`src/rtl/shp3x3_pkg.sv`:
```
package shp3x3_pkg;

    // Defaults for the top-level parameters
    localparam int DEF_MAX_WIDTH    = 4096;
    localparam int DEF_MAX_CHANNELS = 4;

    // Fixed field widths
    localparam int DIM_W    = 13;
    localparam int NCH_W    = 3;
    localparam int SAMPLE_W = 8;

    // Output queue depth
    localparam int OUT_DEPTH = 3;

    // Configuration port
    localparam int APB_ADDR_W = 4;
    localparam int APB_DATA_W = 32;

    localparam logic [1:0] REG_WIDTH    = 2'd0;
    localparam logic [1:0] REG_HEIGHT   = 2'd1;
    localparam logic [1:0] REG_CHANNELS = 2'd2;

    localparam logic [DIM_W-1:0] RST_WIDTH    = 13'd640;
    localparam logic [DIM_W-1:0] RST_HEIGHT   = 13'd480;
    localparam logic [NCH_W-1:0] RST_CHANNELS = 3'd3;

    localparam logic [DIM_W-1:0] MIN_DIM = 13'd3;

    // Frame geometry after clamping
    typedef struct packed {
        logic [DIM_W-1:0] width;
        logic [DIM_W-1:0] height;
        logic [NCH_W-1:0] chans;
    } t_geom;

    // Control word travelling from the address stage to the compute stage
    typedef struct packed {
        logic                valid;
        logic                upd;
        logic                emit;
        logic                zero;
        logic                last;
        logic [SAMPLE_W-1:0] sample;
    } t_s1_ctl;

    // One output word
    typedef struct packed {
        logic [SAMPLE_W-1:0] value;
        logic                last;
    } t_result;

endpackage

```
`src/rtl/shp3x3_out_fifo.sv`:
```
module shp3x3_out_fifo
    import shp3x3_pkg::*;
#(
    parameter int DEPTH = OUT_DEPTH
) (
    input  logic                       i_clk,
    input  logic                       i_rst_n,
    input  logic                       i_push,
    input  t_result                    i_data,
    input  logic                       i_pop,
    output logic                       o_valid,
    output t_result                    o_data,
    output logic [$clog2(DEPTH+1)-1:0] o_count
);

    localparam int PTR_W = DEPTH > 1 ? $clog2(DEPTH) : 1;
    localparam int CNT_W = $clog2(DEPTH + 1);

    t_result          r_mem [DEPTH];
    logic [PTR_W-1:0] r_wr_ptr;
    logic [PTR_W-1:0] r_rd_ptr;
    logic [CNT_W-1:0] r_count;
    logic             do_pop;

    assign do_pop = i_pop && (r_count != '0);

    always_ff @(posedge i_clk) begin
        if (i_push) begin
            r_mem[r_wr_ptr] <= i_data;
        end
    end

    always_ff @(posedge i_clk) begin
        if (!i_rst_n) begin
            r_wr_ptr <= '0;
            r_rd_ptr <= '0;
            r_count  <= '0;
        end else begin
            if (i_push) begin
                r_wr_ptr <= (r_wr_ptr == PTR_W'(DEPTH - 1)) ? '0 : r_wr_ptr + PTR_W'(1);
            end
            if (do_pop) begin
                r_rd_ptr <= (r_rd_ptr == PTR_W'(DEPTH - 1)) ? '0 : r_rd_ptr + PTR_W'(1);
            end
            r_count <= r_count + CNT_W'(i_push) - CNT_W'(do_pop);
        end
    end

    assign o_valid = (r_count != '0);
    assign o_data  = r_mem[r_rd_ptr];
    assign o_count = r_count;

    a_no_overflow: assert property (@(posedge i_clk) disable iff (!i_rst_n)
        i_push |-> (r_count < CNT_W'(DEPTH)) || do_pop)
        else $error("output queue overflow");

endmodule

```
`config.mk`:
```
export PLATFORM = sky130hd
export DESIGN_NAME = shp3x3_out_fifo
export DESIGN_NICKNAME = d
export VERILOG_FILES = /design/src/rtl/shp3x3_pkg.sv /design/src/rtl/shp3x3_out_fifo.sv
export SDC_FILE = /design/constraint.sdc
export NUM_CORES = 1
export LEC_CHECK = 0
export BUFFER_PORTS_ARGS = -buffer_cell sky130_fd_sc_hd__clkbuf_2
export CORE_MARGIN = 8
export CORE_UTILIZATION = 34
export DETAILED_ROUTE_END_ITERATION = 10
export SYNTH_ARGS = -nofsm -noshare
export SYNTH_HDL_FRONTEND = slang
export SYNTH_SLANG_ARGS = --single-unit
```
`constraint.sdc`:
```
create_clock -name i_clk -period 1.2 [get_ports i_clk]
set_input_delay 0.18 -clock i_clk [delete_from_list [all_inputs] [get_ports i_clk]]
set_output_delay 0.18 -clock i_clk [all_outputs]
set_load 0.02 [all_outputs]
```
==> results.md <==
* Worst-Skew Late Latency at between 0.2 and 0.3 ns
* H-tree depth at 2
* Relative slew slack at 0.902
* YS warnings at 0
* Commonest non-fill, non-tap cells in the layout: edfxtp_1, clkbuf_2, nand2_1, mux2i_1, o21ai_1
* Wirelength per Cell at about 13 µm
* Die area at between 6000 and 7000 µm²
* Worst-path maximum fanout at 9
* Worst vdd ir at approximately 0.5 mV
* WHS at a little over 0.1 ns
* Clock transition at the registers of the reported paths at around 0.06 ns
* Power density cells at between 1000 and 1500 nW/µm²
* Setup TNS at -1.23 ns
* Register area share after synthesis at 0.714
* Placed cell count at 170
* Number of port buffers at 24
* Pint at around 0.0019 W
* Clock power share at 0.307
* Max-cap viol count at 0
* Layout cells sized above 1 at 0.394
* Number of global-route vias before repair at approximately 860
* Status: finished with violations
* Pin count of the biggest net entering global routing at 19
* Max-slew violations at 0
* Gr ovfl total at 0
* Final wirelength at 2440 µm
* Power Total at about 0.0025 W
* Cells after Synth at 95
* Core area at a little under 4000 µm²
* WS Path Type: reg2out
* Die Ht at 79.2 µm
* Row cnt at 23
* Commonest non-fill, non-tap cell in the layout: edfxtp_1
* Total track usage at 0.0867
* Hold_sp: i_data[3]
* Power share of the combinational group at 0.131
* #FFs+latches synth at 35
* Post-cts hold buffer count at 0
* Final hold vios at 0
* CP arrival at between 1 and 1.5 ns
* Sinks on Clock Net at 35
* Clock Path Buffers at 2
* Synthesis-to-layout area growth at 27.2%
* Net Count, Synth at roughly 110
* Synth Area in Simple Gates at 0.0948
* Post-synthesis mux area share at 0.0810
* Post-Layout Cell Count at about 180
* RSZ-0062 raised after global routing: true
* Synth Cell Area at 1360 µm²
* Post-Synth Adder-Cell Area at 0.00920
* Final HPWL DP at roughly 1700 µm
* Post-Synth XOR/XNOR Area at 0
* Vias/cell at 4.50
* Worst Hold Class: in2reg
* Initial antenna violation count at 0
* Post-route minimum period at approximately 1.4 ns
* Final nets at ~150
* Sequential share of power at 0.563
* Iter 0 DRT Violations at 39
* Unique cell type count in the Yosys netlist at 24
* Max Freq at around 730 MHz
* Syn avg cell area at about 14 µm²
* Post-route cell area at between 1500 and 2000 µm²
* Area after DPL at roughly 1600 µm²
* Clock Root Buffer: clkbuf_8
* Detail Route Antenna Nets at 0
* Failing checks: setup timing
* Fin crit share at 1.14
* CP Launch Type: register
* Worst flop-to-flop path startpoint: o_count[1]
* Net load switching power at between 0.0005 and 0.0006 W
* Switching share of power at 0.231
* Leak at ~0.64 nW
* Compound-Gate Fraction of Synth Area at 0.0773
* Clk_skew at approximately 0.0041 ns
* Drt pass-1 iters at 4
* Boundary Pins at 25
* Num CTS Buffers at 5
* Remaining DRCs at 0
* Die W at approximately 79 µm
* Critical Path RT at 1.02 ns
* Largest family of logic cells by synthesized area: simple AND/OR/NAND/NOR gates
* Vias at 819
* Final WS setup at -0.165 ns
* Final Setup Violations at 9
* Worst Tran Pin Value at approximately 0.14 ns
* First-pass GRT wire length at 4000 µm
* Routability congestion estimate from global placement at between 0.6 and 0.7
* Initial core utilization at 0.348
* Antenna cells at 0
* Crit end category: output port
* CTS tree: built
## sequential cells by signal (all words and copies together) (netlist names), named ones only
name	flops
o_count	2
r_mem	27
r_rd_ptr	2
r_wr_ptr	2
## power by group through the flow
| stage | clock [W] | sequential, W | combinational, W |
|---|---|---|---|
| finish | 0.000756 | 0.00139 | 0.000323 |
| global route | 0.000854 | 0.00139 | 0.000355 |
| CTS | 0.000788 | 0.00138 | 0.000314 |
| detailed placement | 0 | 0.00142 | 0.000289 |
| global placement | 0 | 0.00142 | 0.000279 |
| floorplan | 0 | 0.00142 | 0.000169 |
## routing by layer
| metal | track usage | vias up | part of all wire |
|---|---|---|---|
| met5 | 0 | - | 0 |
| met4 | 0.0444 | 0 | 0.012 |
| met3 | 0.0451 | 5 | 0.096 |
| met2 | 0.145 | 26 | 0.49 |
| met1 | 0.0857 | 370 | 0.40 |
| li1 | - | 418 | - |
## layout make-up
cell class | instances | area (µm²)
flip-flops and latches | 35 | 980
multi-input cells | 55 | 369
inverters | 1 | 3.75
clock buffers | 5 | 68.8
repair buffers | 34 | 238
well taps | 50 | 62.6
clock inverters | 2 | 8.76
fillers | 368 | 2180
## cell usage after synthesis, drive strengths merged
cell type  instances  area (µm²)
nand3b             1        7.51
nor2b              1        6.26
mux2i             11         110
o21ai             15        90.1
and2               1        6.26
o21a               2        15.0
ha                 1        12.5
dfxtp              8         160
nor3b              1        12.5
nor2               3        13.8
nand3              2        10.0
nand2             14        52.6
edfxtp            27         811
inv                1        3.75
buf                4        28.8
nand2b             1        6.26
and2b              1        7.51
or2                1        6.26
## worst max-delay path: stages, from the launching register on
cell and delay, ns:
dfxtp_2 0.34, buf_12 0.13, mux2i_1 0.19, o21ai_1 0.08, buf_2 0.16
## through the flow
stage | utilization | setup slack, ns
detailed placement | 0.404 | 0.00313
global placement | 0.404 | 0.113
CTS | 0.434 | -0.197
floorplan | - | -0.00742
global route | 0.442 | -0.220
finish | 0.442 | -0.165
## cells by family (layout without fill, tap and decap cells)
kind of cell / count (synthesis) / after routing
flops: 35 / 35
buf+inv: 5 / 42
compound gates: 17 / 17
mux: 11 / 11
simple gates: 26 / 26
fa+ha+maj: 1 / 1
## path summary, 6_finish.rpt
| path | to | slack [ns] | depth (start not counted) |
|---|---|---|---|
| setup / recovery | o_data[4] | -0.17 | 4 |
| hold / removal | r_mem[1][3] | 0.10 | 1 |
| setup reg to reg | o_count[0] | 0.02 | 5 |
| hold reg to reg | r_rd_ptr[0] | 0.53 | 2 |
## timing repair
item                                    4_1_cts  5_1_grt
setup buffers                                 3        2
gates resized for setup                       7       13
pin swaps                                     0        1
endpoints found under the setup margin       11       12
hold endpoints to repair                      0        0
(Power assumes the default switching activity.)
