$ cat src/rtl/shp3x3_pkg.sv
package shp3x3_pkg;

    // Defaults for the top-level parameters
    localparam int DEF_MAX_WIDTH    = 4096;
    localparam int DEF_MAX_CHANNELS = 4;

    // Fixed field widths
    localparam int DIM_W    = 13;
    localparam int NCH_W    = 3;
    localparam int SAMPLE_W = 8;

    // Output queue depth
    localparam int OUT_DEPTH = 3;

    // Configuration port
    localparam int APB_ADDR_W = 4;
    localparam int APB_DATA_W = 32;

    localparam logic [1:0] REG_WIDTH    = 2'd0;
    localparam logic [1:0] REG_HEIGHT   = 2'd1;
    localparam logic [1:0] REG_CHANNELS = 2'd2;

    localparam logic [DIM_W-1:0] RST_WIDTH    = 13'd640;
    localparam logic [DIM_W-1:0] RST_HEIGHT   = 13'd480;
    localparam logic [NCH_W-1:0] RST_CHANNELS = 3'd3;

    localparam logic [DIM_W-1:0] MIN_DIM = 13'd3;

    // Frame geometry after clamping
    typedef struct packed {
        logic [DIM_W-1:0] width;
        logic [DIM_W-1:0] height;
        logic [NCH_W-1:0] chans;
    } t_geom;

    // Control word travelling from the address stage to the compute stage
    typedef struct packed {
        logic                valid;
        logic                upd;
        logic                emit;
        logic                zero;
        logic                last;
        logic [SAMPLE_W-1:0] sample;
    } t_s1_ctl;

    // One output word
    typedef struct packed {
        logic [SAMPLE_W-1:0] value;
        logic                last;
    } t_result;

endpackage

$ cat src/rtl/shp3x3_core.sv
module shp3x3_core
    import shp3x3_pkg::*;
#(
    parameter int MAX_WIDTH    = DEF_MAX_WIDTH,
    parameter int MAX_CHANNELS = DEF_MAX_CHANNELS
) (
    input  logic                                          i_clk,
    input  logic                                          i_rst_n,
    input  t_s1_ctl                                       i_s1,
    input  logic [(MAX_CHANNELS > 1 ? $clog2(MAX_CHANNELS) : 1)-1:0] i_ch,
    input  logic [$clog2(MAX_WIDTH*MAX_CHANNELS)-1:0]     i_addr,
    input  logic [2*SAMPLE_W-1:0]                         i_rd_data,
    output logic                                          o_wr_en,
    output logic [$clog2(MAX_WIDTH*MAX_CHANNELS)-1:0]     o_wr_addr,
    output logic [2*SAMPLE_W-1:0]                         o_wr_data,
    output logic                                          o_push,
    output t_result                                       o_result
);

    logic [SAMPLE_W-1:0] r_tap1  [MAX_CHANNELS];
    logic [SAMPLE_W-1:0] r_tap2  [MAX_CHANNELS];
    logic [SAMPLE_W-1:0] r_above [MAX_CHANNELS];
    logic [SAMPLE_W-1:0] r_below [MAX_CHANNELS];

    logic [SAMPLE_W-1:0] up_now;
    logic [SAMPLE_W-1:0] mid_now;
    logic [SAMPLE_W-1:0] centre;
    logic [10:0]         pos_sum;
    logic [9:0]          neg_sum;
    logic [10:0]         diff;
    logic [SAMPLE_W-1:0] sharp;
    logic                upd;

    always_comb begin
        up_now  = i_rd_data[2*SAMPLE_W-1:SAMPLE_W];
        mid_now = i_rd_data[SAMPLE_W-1:0];
        centre  = r_tap2[i_ch];
        pos_sum = {1'b0, centre, 2'b00} + 11'(centre);
        neg_sum = 10'(r_tap1[i_ch]) + 10'(mid_now) + 10'(r_above[i_ch]) + 10'(r_below[i_ch]);
        diff    = pos_sum - 11'(neg_sum);
        if (pos_sum < 11'(neg_sum)) begin
            sharp = '0;
        end else if (diff > 11'd255) begin
            sharp = '1;
        end else begin
            sharp = diff[SAMPLE_W-1:0];
        end
        upd = i_s1.valid && i_s1.upd;
    end

    // Shift the channel window and the above/below delays
    always_ff @(posedge i_clk) begin
        if (!i_rst_n) begin
            for (int i = 0; i < MAX_CHANNELS; i++) begin
                r_tap1[i]  <= '0;
                r_tap2[i]  <= '0;
                r_above[i] <= '0;
                r_below[i] <= '0;
            end
        end else if (upd) begin
            r_tap1[i_ch]  <= centre;
            r_tap2[i_ch]  <= mid_now;
            r_above[i_ch] <= up_now;
            r_below[i_ch] <= i_s1.sample;
        end
    end

    assign o_wr_en        = upd;
    assign o_wr_addr      = i_addr;
    assign o_wr_data      = {mid_now, i_s1.sample};
    assign o_push         = i_s1.valid && i_s1.emit;
    assign o_result.value = i_s1.zero ? '0 : sharp;
    assign o_result.last  = i_s1.last;

endmodule

$ cat config.mk
export PLATFORM = sky130hd
export DESIGN_NAME = shp3x3_core
export DESIGN_NICKNAME = d
export VERILOG_FILES = /design/src/rtl/shp3x3_pkg.sv /design/src/rtl/shp3x3_core.sv
export SDC_FILE = /design/constraint.sdc
export NUM_CORES = 1
export LEC_CHECK = 0
export BUFFER_PORTS_ARGS = -buffer_cell sky130_fd_sc_hd__buf_2
export CORE_UTILIZATION = 50
export CTS_BUF_LIST = sky130_fd_sc_hd__clkbuf_16
export DETAILED_ROUTE_END_ITERATION = 16
export HOLD_SLACK_MARGIN = 0.03
export PLACE_DENSITY = 0.83
export SLEW_MARGIN = 20
export SYNTH_ARGS = -nofsm -noshare
export SYNTH_HDL_FRONTEND = slang
export SYNTH_SLANG_ARGS = --single-unit
$ cat constraint.sdc
create_clock -name i_clk -period 6.9 [get_ports i_clk]
set_input_delay 1.035 -clock i_clk [delete_from_list [all_inputs] [get_ports i_clk]]
set_output_delay 1.035 -clock i_clk [all_outputs]
set_load 0.02 [all_outputs]
==> impl_metrics.json, run 1 <==
{
  "status": "finished, final reports clean",
  "syn-num-nets": 648,
  "seq_power_share_pct": 22.2,
  "cp.buffers_inverters": 5,
  "finalCritPeriodShare_pct": 99.7,
  "setup_ws_ps": 20.7,
  "cts_tree": "built",
  "cp-end-kind": "primary output",
  "vias_per_cell": 5.77,
  "grt_pass1_wl_um": 26100,
  "ys_top_cells_by_count": "edfxtp_1, and2_1, inv_1",
  "worstMarginPinSlew_ps": 968,
  "min_period_ps": 6880,
  "cts.sinks": 128,
  "drc": 0,
  "first_iter_violations": 407,
  "antenna_cells": 0,
  "crit_fanout": 8,
  "wl_per_cell_um": 21.0,
  "cp_data_required_time_ps": 5860,
  "crit_family": "adder cells",
  "path_class": "in2out",
  "area.sequential_um2": 3840,
  "area_delta_synth_final_pct": 21.0,
  "synth_area_um2": 7330,
  "io_buffers": 57,
  "yosysMostFrequentCell": "edfxtp_1",
  "clock_latency_ps": 430,
  "ys_warn_count": 0,
  "synth-edff-count": 128,
  "min_path_type": "reg2reg",
  "rsz0062_at_grt": "true",
  "clkTransAtPathRegs_ps": 60,
  "cts-root-buf": "clkbuf_16",
  "multiInputGateArea_um2": 3290,
  "ant_nets": 0,
  "p_leak_nw": 3.50,
  "synth.area.top_cells": "edfxtp_1, mux4_2, and2_1",
  "placed_area_um2": 7990,
  "cp_num_cells": 22,
  "routed_wl_um": 17100,
  "die_w_um": 123,
  "start_util_pct": 52.0,
  "p_int_mw": 2.59,
  "setup_violations": 0,
  "clock_skew_ps": 19.1,
  "dr.pass1.iters": 6,
  "ctsHoldBuffers": 0,
  "grt_overflow_total": 0,
  "dp_hpwl_um": 10700,
  "io_pins": 88,
  "finalHoldViolCount": 0,
  "gp_congestion": 0.805,
  "setup_tns_ps": 0,
  "die_y_um": 123,
  "ys_ff_latch": 128,
  "slew_headroom_pct": 35.3,
  "grt_start_max_net_pins": 33,
  "track_usage_pct": 24.0,
  "syn_avg_cell_area_um2": 13.2,
  "slowest_stage": "mux4_2",
  "drive_gt1_share_pct": 32.2,
  "slowest_delay_ps": 550,
  "htree_levels": 4,
  "grt_pass1_vias": 4983,
  "worstPathCellList": "buf_12 > mux4_2 > inv_2 > fa_1 > fa_1 > inv_2 > ha_1 > a21o_1 > a21oi_2 > nor2b_1 > o21a_1 > o41ai_2 > xor2_1 > ha_1 > and3_4 > nand3_2 > a21oi_4 > nor2_4 > buf_4 > o22a_4 > o2bb2ai_4 > buf_6",
  "dieArea_um2": 15100,
  "design_area_um2": 8870,
  "swShare_pct": 37.4,
  "clockBufferDepth": 2,
  "synth_top_area_share_pct": 52.4,
  "yosysTopAreaCell": "edfxtp_1",
  "dp_cells": 776,
  "hold_depth": 5,
  "layout.nets": 712,
  "power_frac_comb_pct": 55.5,
  "synth_cells": 557,
  "worstSetupStartpointType": "input pin",
  "clkPwrFrac_pct": 22.3,
  "synth_cell_types": 43,
  "pre_cts_ws_ps": -336,
  "vias": 4696,
  "drv_slew": 0,
  "fp-row-count": 43,
  "powerDensity_nw_per_um2": 466,
  "synth_top_flop_cell": "edfxtp_1",
  "fmaxAchievable_ghz": 0.145,
  "synth-seq-area-share_pct": 52.4,
  "cts_buffers": 17,
  "peakVddDrop_uv": 429,
  "maxCapViolations": 0,
  "synthArstFlopShare_pct": 0,
  "core_area_um2": 14100,
  "hold_ws_ps": 881,
  "fin_util_pct": 62.9,
  "r2r_cells": 4,
  "cp_data_arrival_time_ps": 5840,
  "switchingPower_mw": 1.55,
  "fillCellCount": 1000,
  "power_mw": 4.14,
  "fin_cells": 814,
  "antenna_found_initial": 0
}
## power by group through the flow
stage | Sequential [mW] | Clock, mW | Combinational, mW
floorplan | 0.928 | 0 | 1.38
global placement | 0.929 | 0 | 1.80
detailed placement | 0.932 | 0 | 1.87
CTS | 0.917 | 0.928 | 2.00
global route | 0.921 | 0.955 | 2.47
finish | 0.918 | 0.922 | 2.30
## sequential cells by signal, indices dropped and copies added, names as in the netlist
| signal | flops |
|---|---|
| r_tap2 | 32 |
| r_tap1 | 32 |
| r_above | 32 |
| r_below | 32 |
## kinds of logic (layout without fill, tap and decap cells)
| group | after synthesis | in the layout | synth area share, % |
|---|---|---|---|
| adder cells (fa/ha/maj) | 44 | 44 | 9.35 |
| flip-flops | 128 | 128 | 52.4 |
| XOR/XNOR | 18 | 18 | 2.15 |
| multiplexers | 35 | 35 | 9.93 |
| AND/OR/NAND/NOR | 167 | 167 | 13.0 |
| buffers and inverters | 102 | 179 | 6.96 |
| AO/OA/AOI/OAI | 63 | 63 | 6.16 |
## per-layer routing
layer / share of wire (%) / global-route usage, % / wire length (um)
met3: 6.2 / 6.41 / 1070
met1: 39 / 28.7 / 6700
met2: 52 / 40.4 / 8940
met4: 2.4 / 11.3 / 408
met5: 0 / 0 / 0
## layout by cell type (no fill, tap or decap), drive strengths merged, types with 9 or more instances in the layout
cell type / n
and2: 102
clkbuf: 17
nand2: 9
o21ai: 9
xnor2: 11
buf: 99
ha: 26
a21oi: 16
inv: 52
edfxtp: 128
nor3: 11
nor2: 22
mux4: 30
fa: 18
## area by class of cell
class                   count  share of cell area [%]
clock buffers              17                    4.79
inverters                  48                    2.03
well taps                 180                    2.54
repair buffers             99                    8.14
flip-flops and latches    128                    43.3
clock inverters            15                    2.09
multi-input cells         327                    37.1
## timing repair
| item | in CTS | in global routing |
|---|---|---|
| buffers inserted | 3 | 3 |
| endpoints found under the setup margin | 8 | 8 |
| pin swaps | 5 | 23 |
| resized for setup | 16 | 38 |
## tightest hold or removal path, stage by stage, from the launching register on
cell and delay [ps]:
edfxtp_1 320, mux2i_1 70, nand2_1 60, o21ai_1 60
buf_4 160, nor2b_1 100
## final timing paths
kind	start	end	slack, ps
worst min-delay path	r_tap2[3][1]$_DFFE_PP_	r_tap1[1][1]$_SDFFCE_PN0P_	880
worst max-delay path	i_ch[0]	o_result[4]	20
worst min register to register	r_tap2[3][1]$_DFFE_PP_	r_tap1[1][1]$_SDFFCE_PN0P_	880
worst max register to register	r_tap2[2][0]$_SDFFCE_PN0P_	r_tap1[3][0]$_DFFE_PP_	5400
(Power assumes the default switching activity.)
==> run 2: changes to the inputs <==
- SETUP_SLACK_MARGIN: not set -> 0.1
==> run 2 against run 1 <==
  * Via count decreased by 0.28%
  * Final area decreased by 0.21%
  * Flip-flop and latch count unchanged
  * Combinational power about the same
  * Critical path depth unchanged
  * Clock power decreased by 5.2%
  * Setup slack improved by 60 ps
  * Non-clock buffer count decreased by 2
  * Critical endpoint is now o_result[1]
  * Register-to-register slack improved by 40 ps
  * Sequential share of layout area increased by 0.092 points
  * Highest routed layer unchanged
==> impl_metrics.json, run 2 (synthesized netlist as in run 1, its figures left out) <==
{
  "crit_fanout": 8,
  "rr_startpoint": "r_tap2[0][0]$_SDFFCE_PN0P_",
  "worstMarginPinSlew_ps": 1080,
  "vias_per_cell": 5.77,
  "path_class": "in2out",
  "wl_per_cell_um": 21.0,
  "clock_skew_ps": 5.97,
  "min_from": "r_tap2[3][5]$_DFFE_PP_",
  "peakVddDrop_uv": 318,
  "worstSetupStartpointType": "input pin",
  "finalCritPeriodShare_pct": 98.8,
  "worstPathCellList": "buf_12 > mux4_2 > inv_1 > fa_1 > fa_1 > inv_2 > ha_1 > a21o_1 > a21oi_2 > nor2b_1 > o21a_1 > o41ai_4 > xor2_2 > ha_4 > buf_6 > mux2i_2 > o41ai_4 > o211ai_1 > a21oi_4 > buf_12 > o2bb2ai_4 > buf_6",
  "clockBufferDepth": 2,
  "multiInputGateArea_um2": 3300,
  "cp_data_arrival_time_ps": 5780,
  "dp_cells": 770,
  "slowest_delay_ps": 510,
  "fin_cells": 812,
  "dp_hpwl_um": 10800,
  "routed_wl_um": 17100,
  "io_pins": 88,
  "setup_violations": 0,
  "cts_tree": "built",
  "layout.nets": 710,
  "clock_latency_ps": 410,
  "maxCapViolations": 0,
  "die_y_um": 123,
  "area.sequential_um2": 3840,
  "finalHoldViolCount": 0,
  "dr.pass1.iters": 5,
  "gp_congestion": 0.860,
  "cp-end-kind": "primary output",
  "drv_slew": 0,
  "dieArea_um2": 15100,
  "fin_util_pct": 62.8,
  "drive_gt1_share_pct": 31.8,
  "grt_pass1_vias": 5051,
  "final_cell_mix": "edfxtp_1, and2_1, buf_2",
  "final_common_cell": "edfxtp_1",
  "cts.sinks": 128,
  "min_period_ps": 6820,
  "htree_levels": 4,
  "clkTransAtPathRegs_ps": 50,
  "status": "finished, final reports clean",
  "first_iter_violations": 376,
  "drc": 0,
  "fillCellCount": 1028,
  "slowest_stage": "fa_1",
  "antenna_found_initial": 0,
  "setup_ws_ps": 81.1,
  "track_usage_pct": 24.3,
  "ant_nets": 0,
  "area_delta_synth_final_pct": 20.8,
  "critPathLaunch": "i_ch[0]",
  "vias": 4683,
  "core_area_um2": 14100,
  "grt_start_max_net_pins": 33,
  "cp_data_required_time_ps": 5860,
  "power_mw": 4.12,
  "rsz0062_at_grt": "true",
  "start_util_pct": 52.0,
  "fp-row-count": 43,
  "fmaxAchievable_ghz": 0.147,
  "p_leak_nw": 3.50,
  "ctsHoldBuffers": 0,
  "io_buffers": 57,
  "grt_overflow_total": 0,
  "pre_cts_ws_ps": -341,
  "antenna_cells": 0,
  "min_path_type": "reg2reg",
  "slew_headroom_pct": 27.7,
  "die_w_um": 123,
  "powerDensity_nw_per_um2": 466,
  "cts_buffers": 17,
  "cts-root-buf": "clkbuf_16",
  "grt_pass1_wl_um": 26400
}
-- run 2: changes by cell type in the layout (fill, tap and decap cells not counted), moves of 3 or more --
cell / delta
clkinvlp_4: -3
clkinv_1: +3
buf_4: -4
clkinv_2: +3
inv_6: -4
-- run 2: layout make-up --
class | count | share of cell area, %
Clock inverter | 15 | 1.72
Clock buffer | 17 | 4.80
Timing Repair Buffer | 97 | 8.15
Multi-Input combinational cell | 327 | 37.3
Inverter | 48 | 2.04
Tap cell | 180 | 2.54
Sequential cell | 128 | 43.4
-- run 2: layer usage --
layer | wire length, um | vias to the layer above | GRT usage, %
met2 | 9130 | 214 | 43.6
met1 | 6360 | 2341 | 28.4
li1 | - | 2088 | -
met4 | 399 | 0 | 8.81
met3 | 1180 | 40 | 5.63
met5 | 0 | - | 0
-- run 2: stage by stage --
step / setup TNS, ps / hold slack (ps) / area, um^2
after floorplan: 0 / 746 / 7560
after global placement: -1260 / 874 / 7940
after detailed placement: -2660 / 881 / 7940
after CTS: 0 / 901 / 8710
after global routing: -561 / 923 / 8850
final: 0 / 894 / 8850
-- run 2: what timing repair did --
item	4_1_cts	5_1_grt
setup endpoints to repair	8	8
resized for setup	34	22
gates cloned	0	1
pin swaps	26	9
buffers inserted	6	3
-- run 2: final timing paths --
check,to,slack (ps),cells past startpoint
hold / removal,r_tap1[0][5]$_SDFFCE_PN0P_,890,2
setup / recovery,o_result[1],80,22
hold reg to reg,r_tap1[0][5]$_SDFFCE_PN0P_,890,2
setup reg to reg,r_tap1[2][0]$_SDFFCE_PN0P_,5440,4
-- run 2: worst max-delay path, delay by kind of cell --
family | cells | cell delay (ps)
compound gates | 8 | 1570
fa+ha+maj | 4 | 1500
mux | 2 | 700
buf+inv | 6 | 680
xor+xnor | 1 | 210
simple gates | 1 | 70
-- run 2: where the power goes --
part	leakage [nW]	internal (mW)	switching (mW)	total, mW
sequential	1.27	0.905	0.0141	0.919
clock	0.287	0.558	0.317	0.874
combinational	1.94	1.13	1.20	2.33
==> run 3: changes to the inputs <==
- CORE_MARGIN: not set -> 10
==> run 3 against run 2 <==
  * Clock power fell by 3.2%
  * Wire length rose by 0.74%
  * Critical path depth did not move
  * Highest routed layer unchanged
  * Final cell count rose by 0.25%
  * Sequential power barely moved
  * Total power fell by 2.6%
  * Critical path type unchanged
  * Non-clock buffer count did not move
  * Count of clock-buffer cells in the layout did not move
  * Hold slack got worse by 23 ps
  * Final area fell by 0.38%
  * Clock skew rose by 5.5 ps
==> impl_metrics.json, run 3 (synthesized netlist as in run 1, its figures left out) <==
{
  "fmaxAchievable_ghz": 0.145,
  "drv_slew": 0,
  "slew_headroom_pct": 34.5,
  "clock_skew_ps": 11.5,
  "grt_overflow_total": 0,
  "fp-row-count": 44,
  "routed_wl_um": 17200,
  "layout.nets": 710,
  "setup_violations": 0,
  "antenna_found_initial": 0,
  "status": "finished, final reports clean",
  "core_area_um2": 14400,
  "dr.pass1.iters": 5,
  "cp_data_required_time_ps": 5860,
  "switchingPower_mw": 1.48,
  "worstMarginPinSlew_ps": 980,
  "die_y_um": 141,
  "area_delta_synth_final_pct": 20.3,
  "clockBufferDepth": 2,
  "rsz0062_at_grt": "true",
  "power_mw": 4.02,
  "p_leak_nw": 3.50,
  "crit_fanout": 8,
  "power_frac_comb_pct": 56.1,
  "swShare_pct": 36.8,
  "vias_per_cell": 5.77,
  "grt_pass1_wl_um": 27100,
  "rr_startpoint": "r_tap2[2][0]$_SDFFCE_PN0P_",
  "grt_start_max_net_pins": 33,
  "cts_tree": "built",
  "fillCellCount": 1050,
  "cts.sinks": 128,
  "finalHoldViolCount": 0,
  "ant_nets": 0,
  "drc": 0,
  "clkTransAtPathRegs_ps": 50,
  "cp-end-kind": "primary output",
  "cts-root-buf": "clkbuf_16",
  "fin_util_pct": 61.1,
  "final_common_cell": "edfxtp_1",
  "final_cell_mix": "edfxtp_1, and2_1, buf_2",
  "antenna_cells": 0,
  "first_iter_violations": 537,
  "seq_power_share_pct": 22.8,
  "grt_pass1_vias": 5058,
  "powerDensity_nw_per_um2": 455,
  "min_from": "r_tap2[3][1]$_DFFE_PP_",
  "min_path_type": "reg2reg",
  "start_util_pct": 50.8,
  "setup_tns_ps": 0,
  "dp_cells": 777,
  "p_int_mw": 2.54,
  "cts_buffers": 17,
  "gp_congestion": 0.876,
  "min_period_ps": 6900,
  "worstSetupStartpointType": "input pin",
  "peakVddDrop_uv": 336,
  "wl_per_cell_um": 21.1,
  "htree_levels": 4,
  "dieArea_um2": 19900,
  "io_pins": 88,
  "track_usage_pct": 17.4,
  "die_w_um": 141,
  "path_class": "in2out",
  "clock_latency_ps": 410,
  "vias": 4696,
  "clkPwrFrac_pct": 21.1,
  "io_buffers": 57,
  "maxCapViolations": 0,
  "drive_gt1_share_pct": 31.0,
  "cp_data_arrival_time_ps": 5860,
  "finalCritPeriodShare_pct": 99.9,
  "critPathLaunch": "i_ch[0]",
  "dp_hpwl_um": 11300,
  "fin_cells": 814
}
run 3: changes by cell type in the layout (fill, tap and decap cells not counted), sizes merged:
cell and change:
clkbuf -2, buf +2, inv +2, clkinv -2, clkinvlp -2
run 3: layout make-up:
cell class	count	area [um^2]	area share (%)
clock inverters	13	133	1.50
multi-input cells	327	3280	37.2
repair buffers	97	728	8.26
well taps	184	230	2.61
inverters	48	180	2.04
flip-flops and latches	128	3840	43.6
clock buffers	17	425	4.82
run 3: critical path, cell delays in order:
cell and delay, ps:
buf_8 70, buf_12 130, mux4_2 520, inv_2 80
fa_1 460, fa_1 610, inv_2 80, fa_2 390
a21o_1 170, a21oi_2 190, o21bai_2 90, a21oi_2 210
xor2_2 170, ha_1 260, a21o_1 210, mux2i_1 210
o41ai_2 120, o211ai_1 320, a21oi_4 100, buf_12 160
o2bb2ai_4 130, buf_6 130
run 3: timing repair:
action / CTS / global route
pin swaps: 24 / 26
gates resized for setup: 28 / 17
hold buffers: 0 / 0
setup buffers: 5 / 2
setup endpoints to repair: 8 / 8
run 3: final timing paths:
| kind | endpoint | slack, ps | depth (start not counted) |
|---|---|---|---|
| worst max-delay path | o_result[7] | 5 | 22 |
| worst min-delay path | r_tap1[3][1]$_DFFE_PP_ | 870 | 5 |
| worst max register to register | r_tap1[2][0]$_SDFFCE_PN0P_ | 5360 | 4 |
| worst min register to register | r_tap1[3][1]$_DFFE_PP_ | 870 | 5 |
run 3: layer usage:
| metal | up-vias | wire length, um | global-route usage, % | share of wire, % |
|---|---|---|---|---|
| met5 | - | 0 | 0 | 0 |
| met4 | 0 | 228 | 5.87 | 1.3 |
| met3 | 29 | 1190 | 4.60 | 6.9 |
| met2 | 252 | 9230 | 30.0 | 54 |
| met1 | 2323 | 6540 | 20.6 | 38 |
| li1 | 2092 | - | - | - |
run 3: metrics by stage:
stage               hold slack (ps)  cell area, um^2  setup WS, ps
detailed placement              856             8010          -215
finish                          871             8820          4.96
global placement                835             8010         -50.6
CTS                             873             8740          16.9
global route                    920             8820          -190
floorplan                       746             7560           102
run 3: power by group through the flow:
stage                     sequential, mW  clock [mW]  combinational [mW]
after detailed placement           0.932           0                1.84
after floorplan                    0.928           0                1.40
after CTS                          0.917       0.855                2.10
after global routing               0.920       0.888                2.41
after global placement             0.928           0                1.76
final                              0.918       0.846                2.25
