--- src/rtl/shp3x3_pkg.sv ---
package shp3x3_pkg;

    // Defaults for the top-level parameters
    localparam int DEF_MAX_WIDTH    = 4096;
    localparam int DEF_MAX_CHANNELS = 4;

    // Fixed field widths
    localparam int DIM_W    = 13;
    localparam int NCH_W    = 3;
    localparam int SAMPLE_W = 8;

    // Output queue depth
    localparam int OUT_DEPTH = 3;

    // Configuration port
    localparam int APB_ADDR_W = 4;
    localparam int APB_DATA_W = 32;

    localparam logic [1:0] REG_WIDTH    = 2'd0;
    localparam logic [1:0] REG_HEIGHT   = 2'd1;
    localparam logic [1:0] REG_CHANNELS = 2'd2;

    localparam logic [DIM_W-1:0] RST_WIDTH    = 13'd640;
    localparam logic [DIM_W-1:0] RST_HEIGHT   = 13'd480;
    localparam logic [NCH_W-1:0] RST_CHANNELS = 3'd3;

    localparam logic [DIM_W-1:0] MIN_DIM = 13'd3;

    // Frame geometry after clamping
    typedef struct packed {
        logic [DIM_W-1:0] width;
        logic [DIM_W-1:0] height;
        logic [NCH_W-1:0] chans;
    } t_geom;

    // Control word travelling from the address stage to the compute stage
    typedef struct packed {
        logic                valid;
        logic                upd;
        logic                emit;
        logic                zero;
        logic                last;
        logic [SAMPLE_W-1:0] sample;
    } t_s1_ctl;

    // One output word
    typedef struct packed {
        logic [SAMPLE_W-1:0] value;
        logic                last;
    } t_result;

endpackage

--- src/rtl/shp3x3_ctrl.sv ---
module shp3x3_ctrl
    import shp3x3_pkg::*;
#(
    parameter int MAX_WIDTH    = DEF_MAX_WIDTH,
    parameter int MAX_CHANNELS = DEF_MAX_CHANNELS
) (
    input  logic                                          i_clk,
    input  logic                                          i_rst_n,
    input  t_geom                                         i_geom,
    input  logic                                          i_restart,
    input  logic                                          i_accept,
    input  logic [SAMPLE_W-1:0]                           i_sample,
    input  logic                                          i_drain,
    output logic                                          o_rd_en,
    output logic [$clog2(MAX_WIDTH*MAX_CHANNELS)-1:0]     o_rd_addr,
    output t_s1_ctl                                       o_s1,
    output logic [(MAX_CHANNELS > 1 ? $clog2(MAX_CHANNELS) : 1)-1:0] o_s1_ch,
    output logic [$clog2(MAX_WIDTH*MAX_CHANNELS)-1:0]     o_s1_addr
);

    localparam int ADDR_W = $clog2(MAX_WIDTH * MAX_CHANNELS);
    localparam int COL_W  = $clog2(MAX_WIDTH);
    localparam int CH_W   = MAX_CHANNELS > 1 ? $clog2(MAX_CHANNELS) : 1;
    localparam int FL_W   = $clog2((MAX_WIDTH + 1) * MAX_CHANNELS + 1);

    logic [COL_W-1:0]  r_col,   n_col;
    logic [DIM_W-1:0]  r_row,   n_row;
    logic [CH_W-1:0]   r_ch,    n_ch;
    logic [ADDR_W-1:0] r_k,     n_k;
    logic [FL_W-1:0]   r_flush, n_flush;
    t_s1_ctl           r_s1,    n_s1;
    logic [CH_W-1:0]   r_s1_ch;
    logic [ADDR_W-1:0] r_s1_addr;

    logic             last_ch;
    logic             last_col;
    logic             last_row;
    logic             pos_emit;
    logic             flush_take;
    logic [FL_W-1:0]  flush_load;

    always_comb begin
        last_ch    = (NCH_W'(r_ch) >= i_geom.chans - NCH_W'(1));
        last_col   = (DIM_W'(r_col) >= i_geom.width - DIM_W'(1));
        last_row   = (r_row >= i_geom.height - DIM_W'(1));
        pos_emit   = (r_row >= DIM_W'(2)) || (r_row == DIM_W'(1) && r_col != '0);
        flush_take = (i_drain || !pos_emit) && (r_flush != '0);
        flush_load = FL_W'((18'(i_geom.width) + 18'd1) * 18'(i_geom.chans));

        n_col   = r_col;
        n_row   = r_row;
        n_ch    = r_ch;
        n_k     = r_k;
        n_flush = flush_take ? r_flush - FL_W'(1) : r_flush;

        if (!i_drain) begin
            n_k = r_k + ADDR_W'(1);
            if (last_ch) begin
                n_ch = '0;
                if (last_col) begin
                    n_col = '0;
                    n_k   = '0;
                    if (last_row) begin
                        n_row   = '0;
                        n_flush = flush_load;
                    end else begin
                        n_row = r_row + DIM_W'(1);
                    end
                end else begin
                    n_col = r_col + COL_W'(1);
                end
            end else begin
                n_ch = r_ch + CH_W'(1);
            end
        end

        n_s1.valid  = i_accept;
        n_s1.upd    = !i_drain;
        n_s1.sample = i_sample;
        if (!i_drain && pos_emit) begin
            n_s1.emit = 1'b1;
            n_s1.zero = (r_col <= COL_W'(1)) || (r_row == DIM_W'(1));
            n_s1.last = 1'b0;
        end else begin
            n_s1.emit = flush_take;
            n_s1.zero = 1'b1;
            n_s1.last = flush_take && (r_flush == FL_W'(1));
        end
    end

    always_ff @(posedge i_clk) begin
        if (!i_rst_n || i_restart) begin
            r_col   <= '0;
            r_row   <= '0;
            r_ch    <= '0;
            r_k     <= '0;
            r_flush <= '0;
        end else if (i_accept) begin
            r_col   <= n_col;
            r_row   <= n_row;
            r_ch    <= n_ch;
            r_k     <= n_k;
            r_flush <= n_flush;
        end
    end

    always_ff @(posedge i_clk) begin
        if (!i_rst_n) begin
            r_s1 <= '0;
        end else begin
            r_s1 <= n_s1;
        end
    end

    always_ff @(posedge i_clk) begin
        if (i_accept) begin
            r_s1_ch   <= r_ch;
            r_s1_addr <= r_k;
        end
    end

    assign o_rd_en   = i_accept && !i_drain;
    assign o_rd_addr = r_k;
    assign o_s1      = r_s1;
    assign o_s1_ch   = r_s1_ch;
    assign o_s1_addr = r_s1_addr;

    a_ch_range: assert property (@(posedge i_clk) disable iff (!i_rst_n)
        NCH_W'(r_ch) < i_geom.chans)
        else $error("channel position beyond channel count");

    a_col_range: assert property (@(posedge i_clk) disable iff (!i_rst_n)
        DIM_W'(r_col) < i_geom.width)
        else $error("column position beyond row width");

endmodule

--- config.mk ---
export PLATFORM = sky130hd
export DESIGN_NAME = shp3x3_ctrl
export DESIGN_NICKNAME = d
export VERILOG_FILES = /design/src/rtl/shp3x3_pkg.sv /design/src/rtl/shp3x3_ctrl.sv
export SDC_FILE = /design/constraint.sdc
export NUM_CORES = 1
export LEC_CHECK = 0
export CAP_MARGIN = 20
export CORE_MARGIN = 2
export CORE_UTILIZATION = 40
export DETAILED_ROUTE_END_ITERATION = 10
export DONT_BUFFER_PORTS = 1
export SYNTH_ARGS = -nofsm -noshare
export SYNTH_HDL_FRONTEND = slang
export SYNTH_SLANG_ARGS = --single-unit
--- constraint.sdc ---
create_clock -name i_clk -period 5.4 [get_ports i_clk]
set_input_delay 0.54 -clock i_clk [delete_from_list [all_inputs] [get_ports i_clk]]
set_output_delay 0.54 -clock i_clk [all_outputs]
set_load 0.05 [all_outputs]
==> results of run 1 <==
## final cells by class
class	instances	area, um^2
Timing Repair Buffer	2	15.0
Multi-Input combinational cell	553	3880
Inverter	44	165
Clock inverter	6	95.1
Sequential cell	85	1860
Tap cell	184	230
Fill cell	1443	8170
Clock buffer	10	229
## metal layers
metal  vias up  wire [um]
met1      2383       6140
li1       2455          -
met5         -          0
met3        18        672
met2       119       6610
met4         0        147
## power by group through the flow
stage / logic, mW / clock network, mW / registers [mW]
after detailed placement: 0.610 / 0 / 0.765
after global routing: 0.699 / 0.710 / 0.755
after CTS: 0.614 / 0.684 / 0.751
after global placement: 0.593 / 0 / 0.763
after floorplan: 0.503 / 0 / 0.757
final: 0.615 / 0.670 / 0.751
## logic make-up after synthesis
group	after synthesis	share of synthesized area, %
xor gates and xnor gates	78	11.3
DFF	85	30.8
AOI/OAI and AO/OA	104	12.1
adders and majority gates	66	15.3
and+or+nand+nor	302	24.8
buffers and inverters	68	5.09
muxes	3	0.600
## cells in the final DEF, fill, tap and decap left out, types with 9 or more instances in the layout
cell type,synthesis,final
sky130_fd_sc_hd__a21oi_1,21,21
sky130_fd_sc_hd__and2_1,13,13
sky130_fd_sc_hd__and3_1,9,9
sky130_fd_sc_hd__clkbuf_16,0,9
sky130_fd_sc_hd__dfxtp_1,69,69
sky130_fd_sc_hd__edfxtp_1,16,16
sky130_fd_sc_hd__fa_1,13,13
sky130_fd_sc_hd__ha_1,53,53
sky130_fd_sc_hd__inv_1,42,42
sky130_fd_sc_hd__nand2_1,75,75
sky130_fd_sc_hd__nand2b_1,10,10
sky130_fd_sc_hd__nand3_1,29,29
sky130_fd_sc_hd__nand4_1,20,20
sky130_fd_sc_hd__nor2_1,76,76
sky130_fd_sc_hd__nor3_1,23,23
sky130_fd_sc_hd__nor4_1,10,10
sky130_fd_sc_hd__o21ai_0,24,24
sky130_fd_sc_hd__xnor2_1,39,39
sky130_fd_sc_hd__xor2_1,39,39
## worst paths after layout
| path | start | to | slack [ps] | cells after the start |
|---|---|---|---|---|
| setup reg to reg | r_col[0] | r_col[10] | 2340 | 9 |
| setup / recovery | i_geom[16] | r_col[10] | 1430 | 13 |
| hold reg to reg | r_flush[4] | r_flush[4] | 490 | 1 |
| hold / removal | i_drain | o_s1[11] | 260 | 1 |
## Yosys cell counts (4+ instances only)
master and instances:
sky130_fd_sc_hd__a211oi_1 4, sky130_fd_sc_hd__or3_1 6, sky130_fd_sc_hd__or2_2 4, sky130_fd_sc_hd__and2_1 13, sky130_fd_sc_hd__dfxtp_1 69, sky130_fd_sc_hd__o31ai_1 5, sky130_fd_sc_hd__nor3_1 23, sky130_fd_sc_hd__clkbuf_1 15
sky130_fd_sc_hd__a32o_1 7, sky130_fd_sc_hd__ha_1 53, sky130_fd_sc_hd__xor2_1 39, sky130_fd_sc_hd__fa_1 13, sky130_fd_sc_hd__nand3_1 29, sky130_fd_sc_hd__nor4_1 10, sky130_fd_sc_hd__a21o_1 6, sky130_fd_sc_hd__o21ai_0 24
sky130_fd_sc_hd__and3_1 9, sky130_fd_sc_hd__inv_1 42, sky130_fd_sc_hd__nand4_1 20, sky130_fd_sc_hd__a221oi_1 4, sky130_fd_sc_hd__nand2b_1 10, sky130_fd_sc_hd__xnor2_1 39, sky130_fd_sc_hd__buf_6 5, sky130_fd_sc_hd__nand2_1 75
sky130_fd_sc_hd__or4_1 7, sky130_fd_sc_hd__edfxtp_1 16, sky130_fd_sc_hd__nor2_1 76, sky130_fd_sc_hd__a21oi_1 21
## critical path: stages
cell and delay (ps):
sky130_fd_sc_hd__inv_1 80, sky130_fd_sc_hd__ha_1 200, sky130_fd_sc_hd__or4b_1 480, sky130_fd_sc_hd__or2_2 340
sky130_fd_sc_hd__nor3_1 190, sky130_fd_sc_hd__xnor2_1 100, sky130_fd_sc_hd__ha_1 290, sky130_fd_sc_hd__nand4_1 120
sky130_fd_sc_hd__or4_1 430, sky130_fd_sc_hd__a21oi_2 270, sky130_fd_sc_hd__nand2_1 300, sky130_fd_sc_hd__nand2_1 710
sky130_fd_sc_hd__nor2_1 120
## metrics by stage
step                      instance area [um^2]  hold WS, ps  utilization [%]  total power [mW]
after floorplan                           6050          451                -              1.26
after global placement                    6150          467             42.0              1.36
after detailed placement                  6150          485             42.0              1.37
after CTS                                 6470          247             44.2              2.05
after global routing                      6470          246             44.2              2.16
final                                     6470          259             44.2              2.04
## flip-flops by register name, indices dropped and copies added (netlist names)
| register | cells |
|---|---|
| o_rd_addr | 14 |
| r_col | 12 |
| r_ch | 2 |
| o_s1_addr | 14 |
| o_s1 | 13 |
| r_row | 13 |
| r_flush | 15 |
| o_s1_ch | 2 |
==> impl_summary.txt, run 1 <==
----------------------------------------------------
[Outcome]
  Result of the run ... completed

[Yosys]
  Summed instance area of the synthesized netlist ... 0.00605 mm^2
  Avg Cell Area, Syn ... 8.57 um^2
  Post-synth EDFFs ... 16
  Share of the yosys chip area belonging to registers ... 30.8%
  Count of different cell masters after synthesis ... 70
  Share of the synthesized area in the top cell type ... 22.8%
  Leading post-synthesis cells by cell area ... sky130_fd_sc_hd__dfxtp_1 23%, sky130_fd_sc_hd__ha_1 11%, sky130_fd_sc_hd__edfxtp_1 7.9%
  Net Count, Synth ... 814
  Cell type with the largest total area after synthesis ... sky130_fd_sc_hd__dfxtp_1
  Fraction of registers with async set or reset after synthesis ... 0%
  Gate count of the mapped netlist ... 706
  #FFs+latches synth ... 85
  Number of synthesis warnings ... 0
  Most common flop cell mapped by yosys ... sky130_fd_sc_hd__dfxtp_1

[Floorplan]
  Initial cell density of the core ... 41.3%
  Area enclosed by the die boundary ... 0.0161 mm^2
  Placeable core area ... 0.0146 mm^2
  Width of the die ... 127 um
  Cell row count ... 44
  Num ports ... 86
  Overall die height ... 127 um

[Detailed routing]
  Average vias per placed instance ... 5.63
  WL/cell ... 15.4 um
  Number of DRC markers after the initial detailed-route iteration ... 261
  Antenna viol nets, final ... 0
  WL final ... 13600 um
  Initial DRT Pass Iterations ... 5
  Via count ... 4975
  DRC errors left ... 0

[Global route]
  Global Route met3 Usage ... 4.51%
  Total routing resource utilization after global routing ... 17.0%
  Maximum number of pins on one net before global-route repair ... 38
  Number of global-route vias before repair ... 4646
  Layer with the highest usage ... met2
  Met2 usage in global routing ... 29.4%
  Remaining global-route overflow ... 0
  Antenna violations before repair ... 0
  Met1 Usage GRT ... 21.0%
  Wire length of the first global-routing pass ... 22400 um

[Power and ir drop]
  Cell internal power dissipation ... 1.34 mW
  Ratio of total power to cell area ... 315 mW/mm^2
  Power spent charging and discharging nets ... 701 uW
  Proportion of total power due to net switching ... 34.4%
  Part of the total power dissipated in sequential elements ... 36.9%
  VDD IR-drop max ... 0.000231 V
  Power share of the combinational group ... 30.2%
  Leakage power ... 2.58 nW
  Clock network fraction of total power ... 32.9%

[Timing]
  Max-Slew Margin vs Limit ... 47.3%
  Final Slew Violations ... 0
  Final setup viols ... 0
  Smallest setup slack after layout ... 1430 ps
  Setup repair after global routing missed its margin ... false
  Highest attainable clock frequency ... 252 MHz
  Total negative setup slack ... 0 ps
  Count of final hold-check violations ... 0
  Period utilisation layout ... 73.5%
  Slew at the pin closest to its max-slew limit ... 785 ps
  Tmin final ... 3970 ps
  Skew final ... 9.45 ps

[Setup path]
  Startpoint class of the critical path ... primary input
  Worst-path fanout max ... 23
  Critical setup path kind ... in -> reg
  Worst path arrival time ... 4170 ps
  Required arrival time at the worst endpoint ... 5600 ps
  Type of destination of the critical path ... flop

[Clock network]
  Number of levels in the clock H-tree ... 3
  Maximum root-to-sink buffer count ... 2
  Reg clk slew, reported paths ... 70 ps
  Post-CTS setup-driven buffer insertion count ... 0
  Num CTS Buffers ... 9
  Clock tree from TritonCTS ... yes
  Cts-stage hold buffer count ... 0
  Clock insertion delay at the later pin of the skew report ... 350 ps
  Root cell of the clock tree ... sky130_fd_sc_hd__clkbuf_16
  Number of clock sinks ... 85
  Post-CTS Resized ... 0

[Layout]
  Share of post-route cells with drive strength above 1 ... 5.14%
  Number of nets at the end of the flow ... 803
  Finished Layout Cells ... 884
  Antenna diode count ... 0
  Layout area overhead ... 7.05%

[Place]
  Dpl hpwl ... 10500 um
  Final GP Congestion ... 0.845
  Cell count after placement ... 868
  Place WS ... 1030 ps
  Count of input and output buffers ... 0

[Run]
  Max-cap violations ... 0

[Hold path]
  Class of the worst hold path ... in -> reg

----------------------------------------------------
Power figures use the tool's default switching activity.
==> inputs of run 2 (changes only) <==
Settings changed: ABC_AREA set to 1.
Clock period 5.4 ns to 4.2 ns, I/O delays scaled along.
==> impl_summary.txt, run 2 <==
----------------------------------------------------
[Yosys]
  Most common flop cell mapped by yosys ... sky130_fd_sc_hd__dfxtp_1
  Cell type with the largest total area after synthesis ... sky130_fd_sc_hd__dfxtp_1
  Summed instance area of the synthesized netlist ... 0.00671 mm^2
  Fraction of registers with async set or reset after synthesis ... 0%
  Count of different cell masters after synthesis ... 46
  Share of the synthesized area in the top cell type ... 20.6%
  Cell types with the highest counts after synthesis ... 242 x sky130_fd_sc_hd__nand2_1, 162 x sky130_fd_sc_hd__inv_1, 104 x sky130_fd_sc_hd__nor2_1
  Avg Cell Area, Syn ... 6.86 um^2
  Post-synth EDFFs ... 16
  Gate count of the mapped netlist ... 978
  Net Count, Synth ... 1086
  Number of synthesis warnings ... 0
  Share of the yosys chip area belonging to registers ... 27.8%
  #FFs+latches synth ... 85
  Most common cell in the synthesized netlist ... sky130_fd_sc_hd__nand2_1
  Leading post-synthesis cells by cell area ... sky130_fd_sc_hd__dfxtp_1 21%, sky130_fd_sc_hd__nand2_1 14%, sky130_fd_sc_hd__ha_1 9.9%

[Timing]
  Skew final ... 8.34 ps
  Total negative setup slack ... 0 ps
  Max-Slew Margin vs Limit ... 54.3%
  Final Slew Violations ... 0
  Smallest setup slack after layout ... 816 ps
  Slew at the pin closest to its max-slew limit ... 685 ps
  Period utilisation layout ... 80.6%
  Count of final hold-check violations ... 0
  Highest attainable clock frequency ... 295 MHz
  Setup repair after global routing missed its margin ... false
  Final setup viols ... 0
  Tmin final ... 3380 ps

[Floorplan]
  Overall die height ... 134 um
  Num ports ... 86
  Width of the die ... 134 um
  Placeable core area ... 0.0165 mm^2
  Cell row count ... 47
  Area enclosed by the die boundary ... 0.0178 mm^2
  Initial cell density of the core ... 40.7%

[Place]
  Post-DP Area ... 0.00691 mm^2
  Place WS ... 433 ps
  Final GP Congestion ... 0.859
  Dpl hpwl ... 11800 um
  Count of input and output buffers ... 0

[Setup path]
  Worst path arrival time ... 3640 ps
  CP max-delay cell ... sky130_fd_sc_hd__ha_1
  Crit path buffers/inverters ... 3
  Worst-path fanout max ... 20
  Largest stage delay on the critical path ... 330 ps
  Cell-by-cell trace of the critical path ... inv_1 -> ha_1 -> nand2_1 -> nor3_1 -> nand2_1 -> nor4_1 -> nand2_1 -> xor2_1 -> ha_1 -> a21oi_1 -> o21ai_0 -> nor2_1 -> nand3_1 -> nand4_2 -> buf_4 -> inv_1 -> nand2_1 -> nand3_1 -> a21oi_1
  Critical setup path kind ... in -> reg
  Logic depth of the worst path, buffers included ... 19
  Startpoint class of the critical path ... primary input
  R2R depth ... 11
  CP top delay family ... simple AND/OR/NAND/NOR gates
  Required arrival time at the worst endpoint ... 4460 ps
  Type of destination of the critical path ... flop
  Most frequent cell on the critical path ... sky130_fd_sc_hd__nand2_1

[Detailed routing]
  Number of DRC markers after the initial detailed-route iteration ... 339
  Via count ... 5784
  Initial DRT Pass Iterations ... 7
  Average vias per placed instance ... 4.82
  Antenna viol nets, final ... 0
  WL final ... 14800 um
  WL/cell ... 12.3 um
  DRC errors left ... 0

[Layout]
  Post-route cell area ... 0.00721 mm^2
  Share of post-route cells with drive strength above 1 ... 5.61%
  Flip-flop count of the largest register, all copies and words added ... 15
  Most frequent standard cell in the layout excluding fill and tap cells ... sky130_fd_sc_hd__nand2_1
  Post-layout util ... 43.8%
  Register with the highest flop count ... r_flush
  Antenna diode count ... 0
  Layout area overhead ... 7.44%
  Most used cells in the layout excluding fill and tap cells ... 242 x sky130_fd_sc_hd__nand2_1, 162 x sky130_fd_sc_hd__inv_1, 104 x sky130_fd_sc_hd__nor2_1
  Number of nets at the end of the flow ... 1083

[Global route]
  Antenna violations before repair ... 0
  Number of global-route vias before repair ... 5343
  Maximum number of pins on one net before global-route repair ... 33
  Remaining global-route overflow ... 0
  Total routing resource utilization after global routing ... 17.1%
  Wire length of the first global-routing pass ... 25100 um

[Clock network]
  Number of levels in the clock H-tree ... 3
  Clock tree from TritonCTS ... yes
  Post-CTS Resized ... 0
  Root cell of the clock tree ... sky130_fd_sc_hd__clkbuf_16
  Clock insertion delay at the later pin of the skew report ... 340 ps
  Number of clock sinks ... 85
  Maximum root-to-sink buffer count ... 2
  Cts-stage hold buffer count ... 0
  Reg clk slew, reported paths ... 60 ps
  Num CTS Buffers ... 9
  Post-CTS setup-driven buffer insertion count ... 0

[Power and ir drop]
  Leakage power ... 3.58 nW
  VDD IR-drop max ... 0.000243 V
  Ratio of total power to cell area ... 310 mW/mm^2
  Total chip power ... 2.23 mW

[Hold path]
  Class of the worst hold path ... in -> reg
  Hold-critical path depth ... 1

[Outcome]
  Result of the run ... completed

[Run]
  Max-cap violations ... 0

----------------------------------------------------
-- run 2: cell types whose count changed in the layout (fill, tap and decap cells not counted), moves of 9 or more --
cell and change:
sky130_fd_sc_hd__inv_1 +120, sky130_fd_sc_hd__nand2_1 +167, sky130_fd_sc_hd__and3_1 -9, sky130_fd_sc_hd__a21oi_1 +28, sky130_fd_sc_hd__xnor2_1 -29, sky130_fd_sc_hd__nand2b_1 -10
sky130_fd_sc_hd__and2_1 -13, sky130_fd_sc_hd__nor2_1 +28, sky130_fd_sc_hd__nand3_1 +36
-- run 2: kinds of logic (layout without fill, tap and decap cells) --
kind of cell,after synthesis,after routing,share of synthesized area [%]
and+or+nand+nor,495,495,32.9
adders and majority gates,66,66,13.8
xor gates and xnor gates,55,55,7.18
DFF,85,85,27.8
AOI/OAI and AO/OA,89,89,7.29
buffers and inverters,188,190,11.1
-- run 2: area by class of cell --
| type | count | area (um^2) |
|---|---|---|
| multi-input cells | 705 | 4100 |
| clock buffers | 10 | 229 |
| clock inverters | 6 | 72.6 |
| flip-flops and latches | 85 | 1860 |
| inverters | 172 | 653 |
| fillers | 1748 | 9260 |
| repair buffers | 2 | 15.0 |
| well taps | 220 | 275 |
-- run 2: metrics by stage --
step                hold slack (ps)  instances
floorplan                       431        978
global placement                449       1184
detailed placement              455       1184
CTS                             135       1200
global route                    141       1200
finish                          150       1200
-- run 2: worst paths after layout --
kind | from | endpoint | slack (ps)
max | i_geom[3] | r_flush[3] | 820
min | i_drain | o_s1[11] | 150
max reg2reg | r_row[0] | r_flush[0] | 1760
min reg2reg | r_ch[0] | o_s1_ch[0] | 470
-- run 2: per-layer routing --
layer / part of all wire [%] / vias to the layer above / routed length, um / global-route usage [%]
li1: - / 3087 / - / -
met1: 47 / 2568 / 6980 / 21.9
met2: 47 / 110 / 6880 / 28.8
met3: 4.3 / 19 / 629 / 4.26
met4: 2.0 / 0 / 293 / 4.73
met5: 0 / - / 0 / 0
-- run 2: power breakdown --
part | internal [mW] | total [mW] | switching, mW
sequential | 0.856 | 0.926 | 0.0699
clock | 0.467 | 0.799 | 0.332
combinational | 0.191 | 0.509 | 0.318
==> inputs of run 3 (changes only) <==
Clock period 4.2 ns to 3.4 ns, I/O delays scaled along.
==> impl_summary.txt, run 3 (synthesis results as in run 2) <==
----------------------------------------------------
[Layout]
  Antenna diode count ... 0
  Share of post-route cells with drive strength above 1 ... 6.87%
  Most used cells in the layout excluding fill and tap cells ... 242 x sky130_fd_sc_hd__nand2_1, 162 x sky130_fd_sc_hd__inv_1, 103 x sky130_fd_sc_hd__nor2_1
  Layout area overhead ... 8.49%
  Register cell area after layout ... 0.00186 mm^2
  Number of nets at the end of the flow ... 1093
  Filler cells ... 1705
  Finished Layout Cells ... 1210
  Most frequent standard cell in the layout excluding fill and tap cells ... sky130_fd_sc_hd__nand2_1
  Post-route cell area ... 0.00728 mm^2
  Combined area of the multi-input logic cells ... 0.00412 mm^2
  Flip-flop count of the largest register, all copies and words added ... 15
  Register with the highest flop count ... r_flush

[Timing]
  Final Slew Violations ... 0
  Count of final hold-check violations ... 0
  Skew final ... 6.65 ps
  Tmin final ... 2990 ps
  Worst-case hold slack ... 56.9 ps
  Period utilisation layout ... 87.8%
  Highest attainable clock frequency ... 335 MHz
  Final setup viols ... 0
  Setup repair after global routing missed its margin ... false
  Slew at the pin closest to its max-slew limit ... 677 ps
  Max-Slew Margin vs Limit ... 54.8%

[Outcome]
  Result of the run ... completed

[Power and ir drop]
  Ratio of total power to cell area ... 376 mW/mm^2
  VDD IR-drop max ... 0.000265 V
  Leakage power ... 3.62 nW

[Detailed routing]
  Via count ... 5909
  Number of DRC markers after the initial detailed-route iteration ... 339
  WL/cell ... 12.6 um
  WL final ... 15200 um
  Antenna viol nets, final ... 0
  DRC errors left ... 0
  Initial DRT Pass Iterations ... 5
  Average vias per placed instance ... 4.88

[Hold path]
  Class of the worst hold path ... in -> reg
  Hold-critical path depth ... 1

[Place]
  Dpl hpwl ... 11900 um
  Count of input and output buffers ... 0
  Post-DP Area ... 0.00698 mm^2
  Cell count after placement ... 1194
  Final GP Congestion ... 0.868

[Global route]
  Remaining global-route overflow ... 0
  Maximum number of pins on one net before global-route repair ... 33
  Number of global-route vias before repair ... 5451
  Wire length of the first global-routing pass ... 26000 um
  Antenna violations before repair ... 0
  Total routing resource utilization after global routing ... 17.8%

[Clock network]
  Maximum root-to-sink buffer count ... 2
  Number of levels in the clock H-tree ... 3
  Root cell of the clock tree ... sky130_fd_sc_hd__clkbuf_16
  Clock tree from TritonCTS ... yes
  Reg clk slew, reported paths ... 70 ps
  Num CTS Buffers ... 9
  Clock insertion delay at the later pin of the skew report ... 350 ps
  Number of clock sinks ... 85
  Post-CTS setup-driven buffer insertion count ... 0

[Floorplan]
  Area enclosed by the die boundary ... 0.0178 mm^2
  Width of the die ... 134 um
  Overall die height ... 134 um
  Placeable core area ... 0.0165 mm^2
  Initial cell density of the core ... 40.7%
  Num ports ... 86
  Cell row count ... 47

[Setup path]
  Critical setup path kind ... in -> reg
  Startpoint class of the critical path ... primary input
  R2R depth ... 13
  Type of destination of the critical path ... flop
  Worst-path fanout max ... 4
  Required arrival time at the worst endpoint ... 3660 ps
  Worst path arrival time ... 3250 ps

[Run]
  Max-cap violations ... 0

----------------------------------------------------
-- run 3: report_power, final --
part / switching, mW / internal (mW)
registers: 0.0862 / 1.06
clock network: 0.436 / 0.504
logic: 0.401 / 0.251
total: 0.924 / 1.81
-- run 3: worst max-delay path, stage by stage --
cell and delay, ps:
sky130_fd_sc_hd__inv_1 30, sky130_fd_sc_hd__nor2_1 140, sky130_fd_sc_hd__inv_1 70, sky130_fd_sc_hd__nor2_1 80, sky130_fd_sc_hd__inv_1 50, sky130_fd_sc_hd__nor2_1 130
sky130_fd_sc_hd__inv_1 70, sky130_fd_sc_hd__o21ai_0 140, sky130_fd_sc_hd__o21ai_0 100, sky130_fd_sc_hd__inv_1 100, sky130_fd_sc_hd__nand2_1 80, sky130_fd_sc_hd__fa_1 530
sky130_fd_sc_hd__inv_1 40, sky130_fd_sc_hd__ha_1 320, sky130_fd_sc_hd__inv_1 120, sky130_fd_sc_hd__o21ai_0 100, sky130_fd_sc_hd__a21oi_1 120, sky130_fd_sc_hd__nand2_1 130
sky130_fd_sc_hd__nand2_1 80, sky130_fd_sc_hd__nand3_1 80, sky130_fd_sc_hd__nand3_1 90, sky130_fd_sc_hd__nand2_1 60, sky130_fd_sc_hd__nand2_1 50, sky130_fd_sc_hd__nand3_1 70
sky130_fd_sc_hd__a21oi_1 120
-- run 3: what timing repair did --
| action | in CTS | in global routing |
|---|---|---|
| resized for setup | 0 | 3 |
| hold buffers | 0 | 0 |
| endpoints found under the setup margin | 0 | 2 |
-- run 3: path summary, 6_finish.rpt --
kind,from,end,slack [ps]
min reg2reg,r_ch[0],o_s1_ch[0],490
min,i_drain,o_s1[11],60
max,i_geom[16],r_flush[14],410
max reg2reg,r_row[0],r_flush[13],1090
-- run 3: final cells by class --
cell class | instances | share of cell area [%]
Clock buffer | 9 | 3.09
Clock inverter | 7 | 0.774
Inverter | 172 | 8.97
Multi-Input combinational cell | 705 | 56.6
Sequential cell | 85 | 25.6
Tap cell | 220 | 3.78
Timing Repair Buffer | 12 | 1.24
-- run 3: through the flow --
step                      power [mW]  setup slack, ps  setup TNS (ps)  util [%]
after global routing            2.91             52.0               0      44.2
after CTS                       2.77              336               0      44.1
after floorplan                 1.69              182               0         -
final                           2.74              414               0      44.2
after detailed placement        1.82            -5.39           -5.39      42.4
after global placement          1.82             47.5               0      42.4
-- run 3: per-layer routing --
metal	wire (um)	share of wire (%)	global-route usage, %
met1	7280	48	23.9
met5	0	0	0
met2	7080	46	29.0
met3	700	4.6	4.07
met4	188	1.2	4.73
